$ cat src/rtl/ptlt_pkg.sv
// Package for the peer table with loss tracking: sizes, item and result types.
// No dependencies.
`default_nettype none
package ptlt_pkg;
  localparam int PEER_SLOTS = 4;
  localparam int SLOT_W = (PEER_SLOTS > 1) ? $clog2(PEER_SLOTS) : 1;
  localparam logic [15:0] TIMEOUT_RESET = 16'd5000;
  localparam logic [7:0] HB_RESET = 8'd0;
  localparam logic [0:0] CFG_TIMEOUT = 1'b0;
  localparam logic [0:0] CFG_HB = 1'b1;

  localparam logic [1:0] MODE_TICK = 2'd0;
  localparam logic [1:0] MODE_FRAME = 2'd1;
  localparam logic [1:0] MODE_RAW = 2'd2;
  localparam logic [1:0] MODE_REPORT = 2'd3;

  localparam logic [1:0] ST_EXISTING = 2'd0;
  localparam logic [1:0] ST_ADDED = 2'd1;
  localparam logic [1:0] ST_FULL = 2'd2;
  localparam logic [1:0] ST_NONE = 2'd3;

  typedef struct packed {
    logic [1:0]  mode;
    logic [31:0] now_ms;
    logic [31:0] peer_addr;
    logic [15:0] peer_port;
    logic [7:0]  frame_msg_id;
    logic [7:0]  frame_seq;
    logic [7:0]  frame_sys_id;
    logic [7:0]  frame_comp_id;
  } item_t;

  typedef struct packed {
    logic [1:0] slot_status;
    logic [3:0] slot_index;
    logic [7:0] frame_loss;
    logic       any_peer_active;
    logic       heard_flag;
    logic       all_timed_out;
    logic [7:0] owner_sys_id;
    logic [7:0] owner_comp_id;
    logic [6:0] loss_percent;
  } result_t;

  // Classified command handed from the front part to the back part.
  typedef struct packed {
    item_t             item;
    logic              hit;
    logic              free;
    logic [SLOT_W-1:0] slot;
  } cmd_t;
endpackage
`default_nettype wire

$ cat src/rtl/ptlt_if.sv
// Valid/ready channel interfaces, each carrying one packed payload.
// Depends on ptlt_pkg; the payloads are its item_t and result_t types.
`default_nettype none
interface ptlt_item_if;
  import ptlt_pkg::*;
  logic  valid;
  logic  ready;
  item_t data;
  modport source (output valid, output data, input ready);
  modport sink (input valid, input data, output ready);
endinterface

interface ptlt_result_if;
  import ptlt_pkg::*;
  logic    valid;
  logic    ready;
  result_t data;
  modport source (output valid, output data, input ready);
  modport sink (input valid, input data, output ready);
endinterface
`default_nettype wire

$ cat src/rtl/ptlt_queue.sv
// Two-entry queue of classified commands between front and back parts.
// Depends on ptlt_pkg.
`default_nettype none
module ptlt_queue
  import ptlt_pkg::*;
(
  input  wire logic clk,
  input  wire logic rst,
  input  wire logic push,
  input  cmd_t      push_data,
  output logic      full,
  input  wire logic pop,
  output logic      empty,
  output cmd_t      pop_data
);
  cmd_t       mem [2];
  logic       wptr, rptr;
  logic [1:0] count;

  assign full = (count == 2'd2);
  assign empty = (count == 2'd0);
  assign pop_data = mem[rptr];

  always_ff @(posedge clk) begin
    if (push) mem[wptr] <= push_data;
    if (rst) begin
      wptr <= 1'b0;
      rptr <= 1'b0;
      count <= 2'd0;
    end else begin
      if (push) wptr <= ~wptr;
      if (pop) rptr <= ~rptr;
      count <= count + {1'b0, push} - {1'b0, pop};
    end
  end
endmodule
`default_nettype wire

$ cat src/rtl/ptlt_divider.sv
// Serial restoring divider: 64-bit dividend by 32-bit divisor, one bit a cycle.
// Depends on nothing.
`default_nettype none
module ptlt_divider (
  input  wire logic        clk,
  input  wire logic        rst,
  input  wire logic        start,
  input  wire logic [63:0] dividend,
  input  wire logic [31:0] divisor,
  output logic             done,
  output logic [63:0]      quotient
);
  logic [63:0] quo;
  logic [32:0] rem;
  logic [31:0] dvs;
  logic [6:0]  cnt;
  logic        busy;
  logic [32:0] shifted;
  logic [32:0] diff;

  assign shifted = {rem[31:0], quo[63]};
  assign diff = shifted - {1'b0, dvs};
  assign quotient = quo;

  always_ff @(posedge clk) begin
    if (rst) begin
      busy <= 1'b0;
      done <= 1'b0;
      cnt <= 7'd0;
    end else begin
      done <= 1'b0;
      if (start) begin
        busy <= 1'b1;
        cnt <= 7'd0;
        quo <= dividend;
        rem <= 33'd0;
        dvs <= divisor;
      end else if (busy) begin
        if (!diff[32]) begin
          rem <= diff;
          quo <= {quo[62:0], 1'b1};
        end else begin
          rem <= shifted;
          quo <= {quo[62:0], 1'b0};
        end
        cnt <= cnt + 7'd1;
        if (cnt == 7'd63) begin
          busy <= 1'b0;
          done <= 1'b1;
        end
      end
    end
  end
endmodule
`default_nettype wire

$ cat src/rtl/ptlt_back.sv
// Back part: holds the peer table, executes commands and builds results.
// Depends on ptlt_pkg, ptlt_result_if and ptlt_divider.
`default_nettype none
module ptlt_back
  import ptlt_pkg::*;
(
  input  wire logic        clk,
  input  wire logic        rst,
  input  wire logic [15:0] silence_timeout_ms,
  input  wire logic [7:0]  heartbeat_msg_id,
  input  wire logic        cmd_valid,
  input  cmd_t             cmd,
  output logic             cmd_pop,
  output logic [PEER_SLOTS-1:0] active_out,
  output logic [31:0]      addr_out [PEER_SLOTS],
  output logic [15:0]      port_out [PEER_SLOTS],
  ptlt_result_if.source    res
);
  typedef enum logic [2:0] {S_IDLE, S_SUM, S_MUL, S_DIV, S_OUT} state_t;

  state_t            state;
  logic [PEER_SLOTS-1:0] active;
  logic [31:0]       last_seen [PEER_SLOTS];
  logic [PEER_SLOTS-1:0] heard;
  logic [7:0]        seq_exp [PEER_SLOTS];
  logic [31:0]       rx_cnt [PEER_SLOTS];
  logic [31:0]       lost_cnt [PEER_SLOTS];
  logic              global_heard;
  logic [7:0]        owner_system, owner_component;
  logic [31:0]       rx_sum, lost_sum;
  logic [SLOT_W-1:0] sum_idx;
  logic [63:0]       product;
  logic              div_start, div_done;
  logic [63:0]       quotient;
  result_t           result;

  cmd_t              c;
  logic [SLOT_W-1:0] s;
  logic [PEER_SLOTS-1:0] expire;
  logic [PEER_SLOTS-1:0] act_next;
  logic [7:0]        loss;
  logic [31:0]       addr_q [PEER_SLOTS];
  logic [15:0]       port_q [PEER_SLOTS];

  assign active_out = active;
  assign addr_out = addr_q;
  assign port_out = port_q;

  assign c = cmd;
  assign s = cmd.slot;
  assign loss = cmd.item.frame_seq - seq_exp[s];
  assign cmd_pop = (state == S_IDLE) && cmd_valid && !res.valid;
  assign res.data = result;

  always_comb begin
    for (int i = 0; i < PEER_SLOTS; i++) begin
      expire[i] = active[i] &&
        ((c.item.now_ms - last_seen[i]) > {16'd0, silence_timeout_ms});
    end
    act_next = active & ~expire;
  end

  ptlt_divider u_div (
    .clk      (clk),
    .rst      (rst),
    .start    (div_start),
    .dividend (product),
    .divisor  (rx_sum),
    .done     (div_done),
    .quotient (quotient)
  );

  always_ff @(posedge clk) begin
    if (rst) begin
      state <= S_IDLE;
      active <= '0;
      global_heard <= 1'b0;
      owner_system <= 8'd0;
      owner_component <= 8'd0;
      res.valid <= 1'b0;
      div_start <= 1'b0;
    end else begin
      div_start <= 1'b0;
      if (res.valid && res.ready) res.valid <= 1'b0;
      case (state)
        S_IDLE: begin
          if (cmd_pop) begin
            result.slot_status <= ST_NONE;
            result.slot_index <= 4'd0;
            result.frame_loss <= 8'd0;
            result.all_timed_out <= 1'b0;
            result.loss_percent <= 7'd0;
            result.owner_sys_id <= owner_system;
            result.owner_comp_id <= owner_component;
            result.heard_flag <= global_heard;
            result.any_peer_active <= |active;
            case (c.item.mode)
              MODE_TICK: begin
                active <= act_next;
                result.any_peer_active <= |act_next;
                if (global_heard && !(|act_next)) begin
                  global_heard <= 1'b0;
                  result.heard_flag <= 1'b0;
                  result.all_timed_out <= 1'b1;
                end
                state <= S_OUT;
              end
              MODE_FRAME, MODE_RAW: begin
                state <= S_OUT;
                if (!c.hit && !c.free) begin
                  result.slot_status <= ST_FULL;
                end else begin
                  result.slot_index <= 4'(s);
                  result.slot_status <= c.hit ? ST_EXISTING : ST_ADDED;
                  result.any_peer_active <= 1'b1;
                  last_seen[s] <= c.item.now_ms;
                  if (!c.hit) begin
                    active[s] <= 1'b1;
                    addr_q[s] <= c.item.peer_addr;
                    port_q[s] <= c.item.peer_port;
                    heard[s] <= 1'b0;
                    seq_exp[s] <= 8'd0;
                    rx_cnt[s] <= 32'd0;
                    lost_cnt[s] <= 32'd0;
                  end
                  if (c.item.mode == MODE_FRAME) begin
                    rx_cnt[s] <= (c.hit ? rx_cnt[s] : 32'd0) + 32'd1;
                    if (!c.hit || !heard[s]) begin
                      if (c.item.frame_msg_id == heartbeat_msg_id) begin
                        heard[s] <= 1'b1;
                        seq_exp[s] <= c.item.frame_seq + 8'd1;
                        if (!global_heard) begin
                          global_heard <= 1'b1;
                          owner_system <= c.item.frame_sys_id;
                          owner_component <= c.item.frame_comp_id;
                          result.heard_flag <= 1'b1;
                          result.owner_sys_id <= c.item.frame_sys_id;
                          result.owner_comp_id <= c.item.frame_comp_id;
                        end
                      end
                    end else begin
                      result.frame_loss <= loss;
                      seq_exp[s] <= c.item.frame_seq + 8'd1;
                      lost_cnt[s] <= lost_cnt[s] + {24'd0, loss};
                    end
                  end
                end
              end
              default: begin
                rx_sum <= 32'd0;
                lost_sum <= 32'd0;
                sum_idx <= '0;
                state <= S_SUM;
              end
            endcase
          end
        end
        // Accumulate one slot per cycle.
        S_SUM: begin
          if (active[sum_idx]) begin
            rx_sum <= rx_sum + rx_cnt[sum_idx];
            lost_sum <= lost_sum + lost_cnt[sum_idx];
          end
          if (32'(sum_idx) == PEER_SLOTS - 1) state <= S_MUL;
          else sum_idx <= sum_idx + 1'b1;
        end
        S_MUL: begin
          product <= {32'd0, lost_sum} * 64'd100;
          if (rx_sum == 32'd0) begin
            result.loss_percent <= 7'd100;
            state <= S_OUT;
          end else begin
            div_start <= 1'b1;
            state <= S_DIV;
          end
        end
        S_DIV: begin
          if (div_done) begin
            result.loss_percent <= (quotient > 64'd100) ? 7'd100 : quotient[6:0];
            state <= S_OUT;
          end
        end
        S_OUT: begin
          res.valid <= 1'b1;
          state <= S_IDLE;
        end
        default: state <= S_IDLE;
      endcase
    end
  end
endmodule
`default_nettype wire

$ cat src/rtl/ptlt_front.sv
// Front part: accepts items and classifies the peer key against the table.
// Depends on ptlt_pkg and ptlt_item_if.
`default_nettype none
module ptlt_front
  import ptlt_pkg::*;
(
  input  wire logic             clk,
  input  wire logic             rst,
  ptlt_item_if.sink             in_ch,
  input  wire logic             q_full,
  input  wire logic             q_empty,
  input  wire logic             back_idle,
  input  wire logic [PEER_SLOTS-1:0] active,
  input  wire logic [31:0]      addr [PEER_SLOTS],
  input  wire logic [15:0]      port [PEER_SLOTS],
  output logic                  push,
  output cmd_t                  push_data
);
  // Classification reads the table, so an item enters only once earlier ones
  // have finished updating it.
  logic busy;
  logic hit, free;
  logic [SLOT_W-1:0] hs, fs;

  assign in_ch.ready = !busy && q_empty && back_idle && !q_full;
  assign push = in_ch.valid && in_ch.ready;

  always_comb begin
    hit = 1'b0;
    free = 1'b0;
    hs = '0;
    fs = '0;
    for (int i = PEER_SLOTS - 1; i >= 0; i--) begin
      if (active[i] && addr[i] == in_ch.data.peer_addr && port[i] == in_ch.data.peer_port) begin
        hit = 1'b1;
        hs = SLOT_W'(i);
      end
      if (!active[i]) begin
        free = 1'b1;
        fs = SLOT_W'(i);
      end
    end
    push_data.item = in_ch.data;
    push_data.hit = hit;
    push_data.free = free;
    push_data.slot = hit ? hs : fs;
  end

  always_ff @(posedge clk) begin
    if (rst) busy <= 1'b0;
    else busy <= push;
  end
endmodule
`default_nettype wire

$ cat src/rtl/peer_table_with_loss_tracking.sv
// Top level of the peer table with loss tracking.
// Depends on ptlt_pkg, the channel interfaces, front, queue and back parts.
//
//   channel   dir  payload
//   in_ch     in   mode, now_ms, peer_addr, peer_port, frame_* fields
//   out_ch    out  slot_status .. loss_percent
//   cfg       in   cfg_we, cfg_index, cfg_data (0 timeout, 1 heartbeat id)
//
// Tick, frame and raw items pass through the queue and the back part's S_IDLE
// and S_OUT states; the next item is accepted once the result is taken.
// A report adds S_SUM over every slot, S_MUL and S_DIV, where it waits for
// the one-bit-per-cycle 64-bit divider; with nothing received S_DIV is skipped.
// One item is in work at a time. Reset is synchronous and clears the table.
// A held result stalls the next item until it is taken.
`default_nettype none
module peer_table_with_loss_tracking
  import ptlt_pkg::*;
(
  input  wire logic        clk,
  input  wire logic        rst,
  input  wire logic        cfg_we,
  input  wire logic        cfg_index,
  input  wire logic [15:0] cfg_data,
  ptlt_item_if.sink        in_ch,
  ptlt_result_if.source    out_ch
);
  logic [15:0] silence_timeout_ms;
  logic [7:0]  heartbeat_msg_id;
  logic        push, pop, q_full, q_empty;
  cmd_t        push_data, pop_data;
  logic [PEER_SLOTS-1:0] active;
  logic [31:0] addr [PEER_SLOTS];
  logic [15:0] port [PEER_SLOTS];
  logic        back_idle;
  logic [3:0]  pend;

  always_ff @(posedge clk) begin
    if (rst) begin
      silence_timeout_ms <= TIMEOUT_RESET;
      heartbeat_msg_id <= HB_RESET;
    end else if (cfg_we) begin
      if (cfg_index == CFG_TIMEOUT) silence_timeout_ms <= cfg_data;
      if (cfg_index == CFG_HB) heartbeat_msg_id <= cfg_data[7:0];
    end
  end

  ptlt_front u_front (
    .clk       (clk),
    .rst       (rst),
    .in_ch     (in_ch),
    .q_full    (q_full),
    .q_empty   (q_empty),
    .back_idle (!pop && q_empty && !out_ch.valid && back_idle),
    .active    (active),
    .addr      (addr),
    .port      (port),
    .push      (push),
    .push_data (push_data)
  );

  // Counts items pushed but whose result is not yet delivered.
  always_ff @(posedge clk) begin
    if (rst) pend <= 4'd0;
    else pend <= pend + {3'd0, push} - {3'd0, out_ch.valid && out_ch.ready};
  end
  assign back_idle = (pend == 4'd0);

  ptlt_queue u_queue (
    .clk       (clk),
    .rst       (rst),
    .push      (push),
    .push_data (push_data),
    .full      (q_full),
    .pop       (pop),
    .empty     (q_empty),
    .pop_data  (pop_data)
  );

  ptlt_back u_back (
    .clk                (clk),
    .rst                (rst),
    .silence_timeout_ms (silence_timeout_ms),
    .heartbeat_msg_id   (heartbeat_msg_id),
    .cmd_valid          (!q_empty),
    .cmd                (pop_data),
    .cmd_pop            (pop),
    .active_out         (active),
    .addr_out           (addr),
    .port_out           (port),
    .res                (out_ch)
  );
endmodule
`default_nettype wire
$ cat src/flat_wrapper.sv
// flat-port wrapper written by rule: the top's interface ports become plain ports
module peer_table_with_loss_tracking_flat import ptlt_pkg::*;
  (clk, rst, cfg_we, cfg_index, cfg_data, in_ch_valid, in_ch_data, in_ch_ready, out_ch_valid, out_ch_data, out_ch_ready);
  ptlt_item_if in_ch_i ();
  ptlt_result_if out_ch_i ();
  input  wire logic clk;
  input  wire logic rst;
  input  wire logic cfg_we;
  input  wire logic cfg_index;
  input  wire logic [15:0] cfg_data;
  input wire logic [$bits(in_ch_i.valid)-1:0] in_ch_valid;
  input wire logic [$bits(in_ch_i.data)-1:0] in_ch_data;
  output wire logic [$bits(in_ch_i.ready)-1:0] in_ch_ready;
  output wire logic [$bits(out_ch_i.valid)-1:0] out_ch_valid;
  output wire logic [$bits(out_ch_i.data)-1:0] out_ch_data;
  input wire logic [$bits(out_ch_i.ready)-1:0] out_ch_ready;
  assign in_ch_i.valid = in_ch_valid;
  assign in_ch_i.data = in_ch_data;
  assign in_ch_ready = in_ch_i.ready;
  assign out_ch_valid = out_ch_i.valid;
  assign out_ch_data = out_ch_i.data;
  assign out_ch_i.ready = out_ch_ready;
  peer_table_with_loss_tracking u_core (.clk(clk), .rst(rst), .cfg_we(cfg_we), .cfg_index(cfg_index), .cfg_data(cfg_data), .in_ch(in_ch_i), .out_ch(out_ch_i));
endmodule
$ cat config.mk
export PLATFORM = sky130hd
export DESIGN_NAME = peer_table_with_loss_tracking_flat
export DESIGN_NICKNAME = d
export VERILOG_FILES = /design/src/rtl/ptlt_pkg.sv /design/src/rtl/ptlt_if.sv /design/src/rtl/ptlt_queue.sv /design/src/rtl/ptlt_divider.sv /design/src/rtl/ptlt_back.sv /design/src/rtl/ptlt_front.sv /design/src/rtl/peer_table_with_loss_tracking.sv /design/src/flat_wrapper.sv
export SDC_FILE = /design/constraint.sdc
export NUM_CORES = 2
export LEC_CHECK = 0
export BUFFER_PORTS_ARGS = -buffer_cell sky130_fd_sc_hd__buf_4
export CAP_MARGIN = 15
export CORE_MARGIN = 3
export CORE_UTILIZATION = 65
export CTS_CLUSTER_SIZE = 14
export DETAILED_ROUTE_END_ITERATION = 6
export GPL_ROUTABILITY_DRIVEN = 0
export PLACE_DENSITY = 0.84
export SLEW_MARGIN = 25
export SYNTH_ARGS = -nofsm -noshare
export SYNTH_HDL_FRONTEND = slang
export SYNTH_HIERARCHICAL = 1
export SYNTH_SLANG_ARGS = --single-unit
$ cat constraint.sdc
create_clock -name clk -period 11.1 [get_ports clk]
set_input_delay 1.11 -clock clk [delete_from_list [all_inputs] [get_ports clk]]
set_output_delay 1.11 -clock clk [all_outputs]
set_load 0.1 [all_outputs]
==> run_results.csv <==
group,metric,value,unit
clock_network,cts.sinks,1188,
power,p_per_area,228,nW/um^2
sta,finalCritPeriodShare,61.0,%
outcome,outcome,"complete, no violations",
critical_path,crit_type,"flop to flop",
critical_path,reg2reg_setup_slack,4.32,ns
critical_path,required,11.67,ns
die,start_util,65.7,%
die,die-area,105000,um^2
die,die_h,325,um
logic_synthesis,syn_inst,5371,
sta,finalSetupViolations,0,
layout,final_common_cell,"edfxtp_1",
critical_path,cp_max_fo,101,
sta,worstMarginPinSlew,1.03,ns
power,vdd_drop_max,0.187,mV
logic_synthesis,synth_edf_count,1117,
layout,layout_common_cells,"edfxtp_1, inv_1, ha_1, nand2_1, nor2_1",
logic_synthesis,syn_area,66000,um^2
routing,totalWireLength,158000,um
critical_path,cp-end-kind,"flop",
logic_synthesis,yosysWarnings,6,
layout,nFillCells,6532,
clock_network,cts_resized,0,
critical_path,r2r-end,"u_core/u_back/res.data[25]$_DFFE_PP_",
sta,report.final.slew_viol_count,0,
routing,drc_errors,0,
clock_network,postCtsSetupBuffers,0,
routing,wl_per_cell,22.7,um
sta,finalHoldViolations,0,
layout,fin_util,71.7,%
logic_synthesis,synth-simple-area-share,9.74,%
global_routing,grt_pass1_vias,43800,
global_routing,grt_max_degree,102,
sta,fin_setup_tns,0,ns
die,chipWidth,325,um
critical_path,worst-r2r-cell-count,21,
routing,drt-pass1-iter-count,7,
sta,slew_headroom,31.0,%
die,fp.coreArea,100000,um^2
sta,period_needed,6.78,ns
global_routing,grt_overflow,0,
min_path,hp-class,"flop to flop",
routing,final_antenna_net_count,0,
min_path,hold_path_depth,2,
flow_run,cap_viol_max_count,0,
die,row_count,116,
placed_design,dp.cells,6705,
logic_synthesis,synth.ff_latch_count,1188,
layout,stdcell_count,6932,
logic_synthesis,avgSynthCellArea,12.3,um^2
logic_synthesis,synth_top_family_by_area,"simple AND/OR/NAND/NOR gates",
global_routing,antenna_found_initial,9,
placed_design,place_hpwl,110000,um
logic_synthesis,synth_compound_area_share,8.98,%
routing,drtIter0Drc,5434,
clock_network,hold_buffers,0,
clock_network,clock_latency,0.75,ns
logic_synthesis,synth_fa_ha_area_share,8.94,%
logic_synthesis,yosys.area_share.xor_xnor,5.97,%
clock_network,cts_buffers,117,
placed_design,portBuffers,175,
die,ioPinCount,178,
critical_path,critPathLaunchType,"flop",
clock_network,cts.path.max_buffers,3,
global_routing,grt_pass1_wl,244000,um
global_routing,grt_use_total,29.3,%
layout,area_growth,9.20,%
critical_path,crit_arrival,7.35,ns
clock_network,cts_htree_levels,3,
logic_synthesis,synth_flop_cell,"edfxtp_1",
routing,vias_per_cell,6.44,
critical_path,critPathCapture,"u_core/u_back/res.data[25]$_DFFE_PP_",
sta,max_freq,0.148,GHz
clock_network,clkTransAtPathRegs,0.07,ns
layout,nets,6053,
logic_synthesis,synth-seq-area-share,53.0,%
logic_synthesis,synth_cell_types,102,
logic_synthesis,yosys-mux-area-fraction,8.53,%
sta,skew,0.0909,ns
sta,rsz0062_at_grt,"false",
clock_network,cts_tree,"built",
layout,drive_above_1_share,14.5,%
routing,vias,44700,
clock_network,cts_root_buf,"clkbuf_16",
logic_synthesis,ys_async_sr_fraction,0,%
power,leakagePower,26.8,nW
-- how the worst min path moves through the flow --
stage / from / slack [ns] / endpoint
finish: u_core/u_back/owner_component[6]$_SDFFE_PP0P_ / 0.45 / u_core/u_back/owner_component[6]$_SDFFE_PP0P_
global route: u_core/u_back/owner_component[2]$_SDFFE_PP0P_ / 0.47 / u_core/u_back/owner_component[2]$_SDFFE_PP0P_
CTS: u_core/u_back/owner_component[2]$_SDFFE_PP0P_ / 0.46 / u_core/u_back/owner_component[2]$_SDFFE_PP0P_
detailed placement: u_core/u_back/owner_component[6]$_SDFFE_PP0P_ / 0.45 / u_core/u_back/owner_component[6]$_SDFFE_PP0P_
global placement: u_core/u_back/owner_system[2]$_SDFFE_PP0P_ / 0.44 / u_core/u_back/owner_system[2]$_SDFFE_PP0P_
floorplan: u_core/u_back/owner_component[0]$_SDFFE_PP0P_ / 0.43 / u_core/u_back/owner_component[0]$_SDFFE_PP0P_
-- sequential cells by signal, indices dropped and copies added, names as in the netlist, 37 cells and up, named ones only --
register                      count
u_core/u_back/addr_out          128
u_core/u_back/last_seen         128
u_core/u_back/lost_cnt          128
u_core/u_back/port_out           64
u_core/u_back/product            37
u_core/u_back/res.data           38
u_core/u_back/rx_cnt            128
u_core/u_back/u_div/quotient     64
u_core/u_queue/mem              236
-- routing by layer --
metal  global-route usage (%)  vias up  wire (um)
met2                     46.9     2465      73400
met3                     5.69      351      15700
met5                        0        -         13
li1                         -    20000          -
met1                     41.1    21800      63700
met4                     8.88        2       4800
-- cell usage after synthesis, types with 37 or more instances --
cell type | n | share of area, %
nor2b_1 | 49 | 0.46
xnor2_1 | 235 | 3.1
and3_1 | 59 | 0.56
nand3_1 | 107 | 0.81
edfxtp_1 | 1117 | 51
ha_1 | 412 | 7.8
nand4_1 | 90 | 0.85
fa_1 | 37 | 1.1
nor2_1 | 336 | 1.9
dfxtp_1 | 71 | 2.2
o21ai_0 | 154 | 1.2
mux2_2 | 188 | 3.2
clkbuf_1 | 88 | 0.50
nor3_1 | 70 | 0.53
nand2_1 | 355 | 2.0
a21o_1 | 94 | 1.1
o21a_1 | 45 | 0.51
nand2b_1 | 43 | 0.41
and2_1 | 40 | 0.38
buf_4 | 122 | 1.4
nor4_1 | 67 | 0.64
a21oi_1 | 329 | 2.5
xor2_1 | 212 | 2.8
inv_1 | 427 | 2.4
mux4_2 | 137 | 4.7
-- power by group --
part           internal, mW  leakage (nW)  switching, mW
clock network          2.31          1.91           1.74
logic                  2.56          14.5           4.05
registers              5.55          10.4          0.229
total                  10.4          26.8           6.02
-- cell type report --
type                       count  area (um^2)  area share, %
tap                         1357         1700           2.36
clock inverter                66          810           1.12
sequential                  1188        35000           48.6
antenna                        7         17.5         0.0243
inverter                     429         1610           2.24
multi-input combinational   3515        28100           39.0
timing repair buffer         217         1670           2.31
clock buffer                 153         3130           4.35
-- stage by stage --
step | setup slack (ns) | instance area (um^2) | total power [mW] | hold WS [ns]
CTS | 4.43 | 72000 | 16.3 | 0.455
finish | 4.32 | 72000 | 16.4 | 0.453
detailed placement | 4.47 | 68000 | 12.3 | 0.446
global placement | 4.63 | 68000 | 12.0 | 0.436
floorplan | 0.0269 | 66100 | 10.7 | 0.429
global route | 3.83 | 72000 | 17.3 | 0.470
-- logic make-up after synthesis --
| kind of cell | Yosys count |
|---|---|
| simple gates | 1314 |
| flops | 1188 |
| compound gates | 918 |
| buf+inv | 696 |
| fa+ha+maj | 449 |
| xor+xnor | 448 |
| mux | 357 |
| other cells | 1 |
-- worst max-delay path, cell delays in order (launching register included) --
cell,delay (ns)
dfxtp_4,0.52
buf_12,0.58
mux2_2,0.52
ha_1,0.40
a21oi_1,0.15
o21ai_0,0.12
a41o_1,0.27
a21boi_0,0.33
o21ai_0,0.18
xor2_1,0.18
ha_1,0.33
nand4_1,0.14
nor3_1,0.23
mux2i_1,0.22
a21oi_1,0.06
a2111oi_0,0.62
o211ai_1,0.18
nor3_1,0.24
nand4_1,0.13
nor4_1,0.69
o41ai_1,0.24
a21oi_1,0.21
Power figures use the tool's default switching activity.
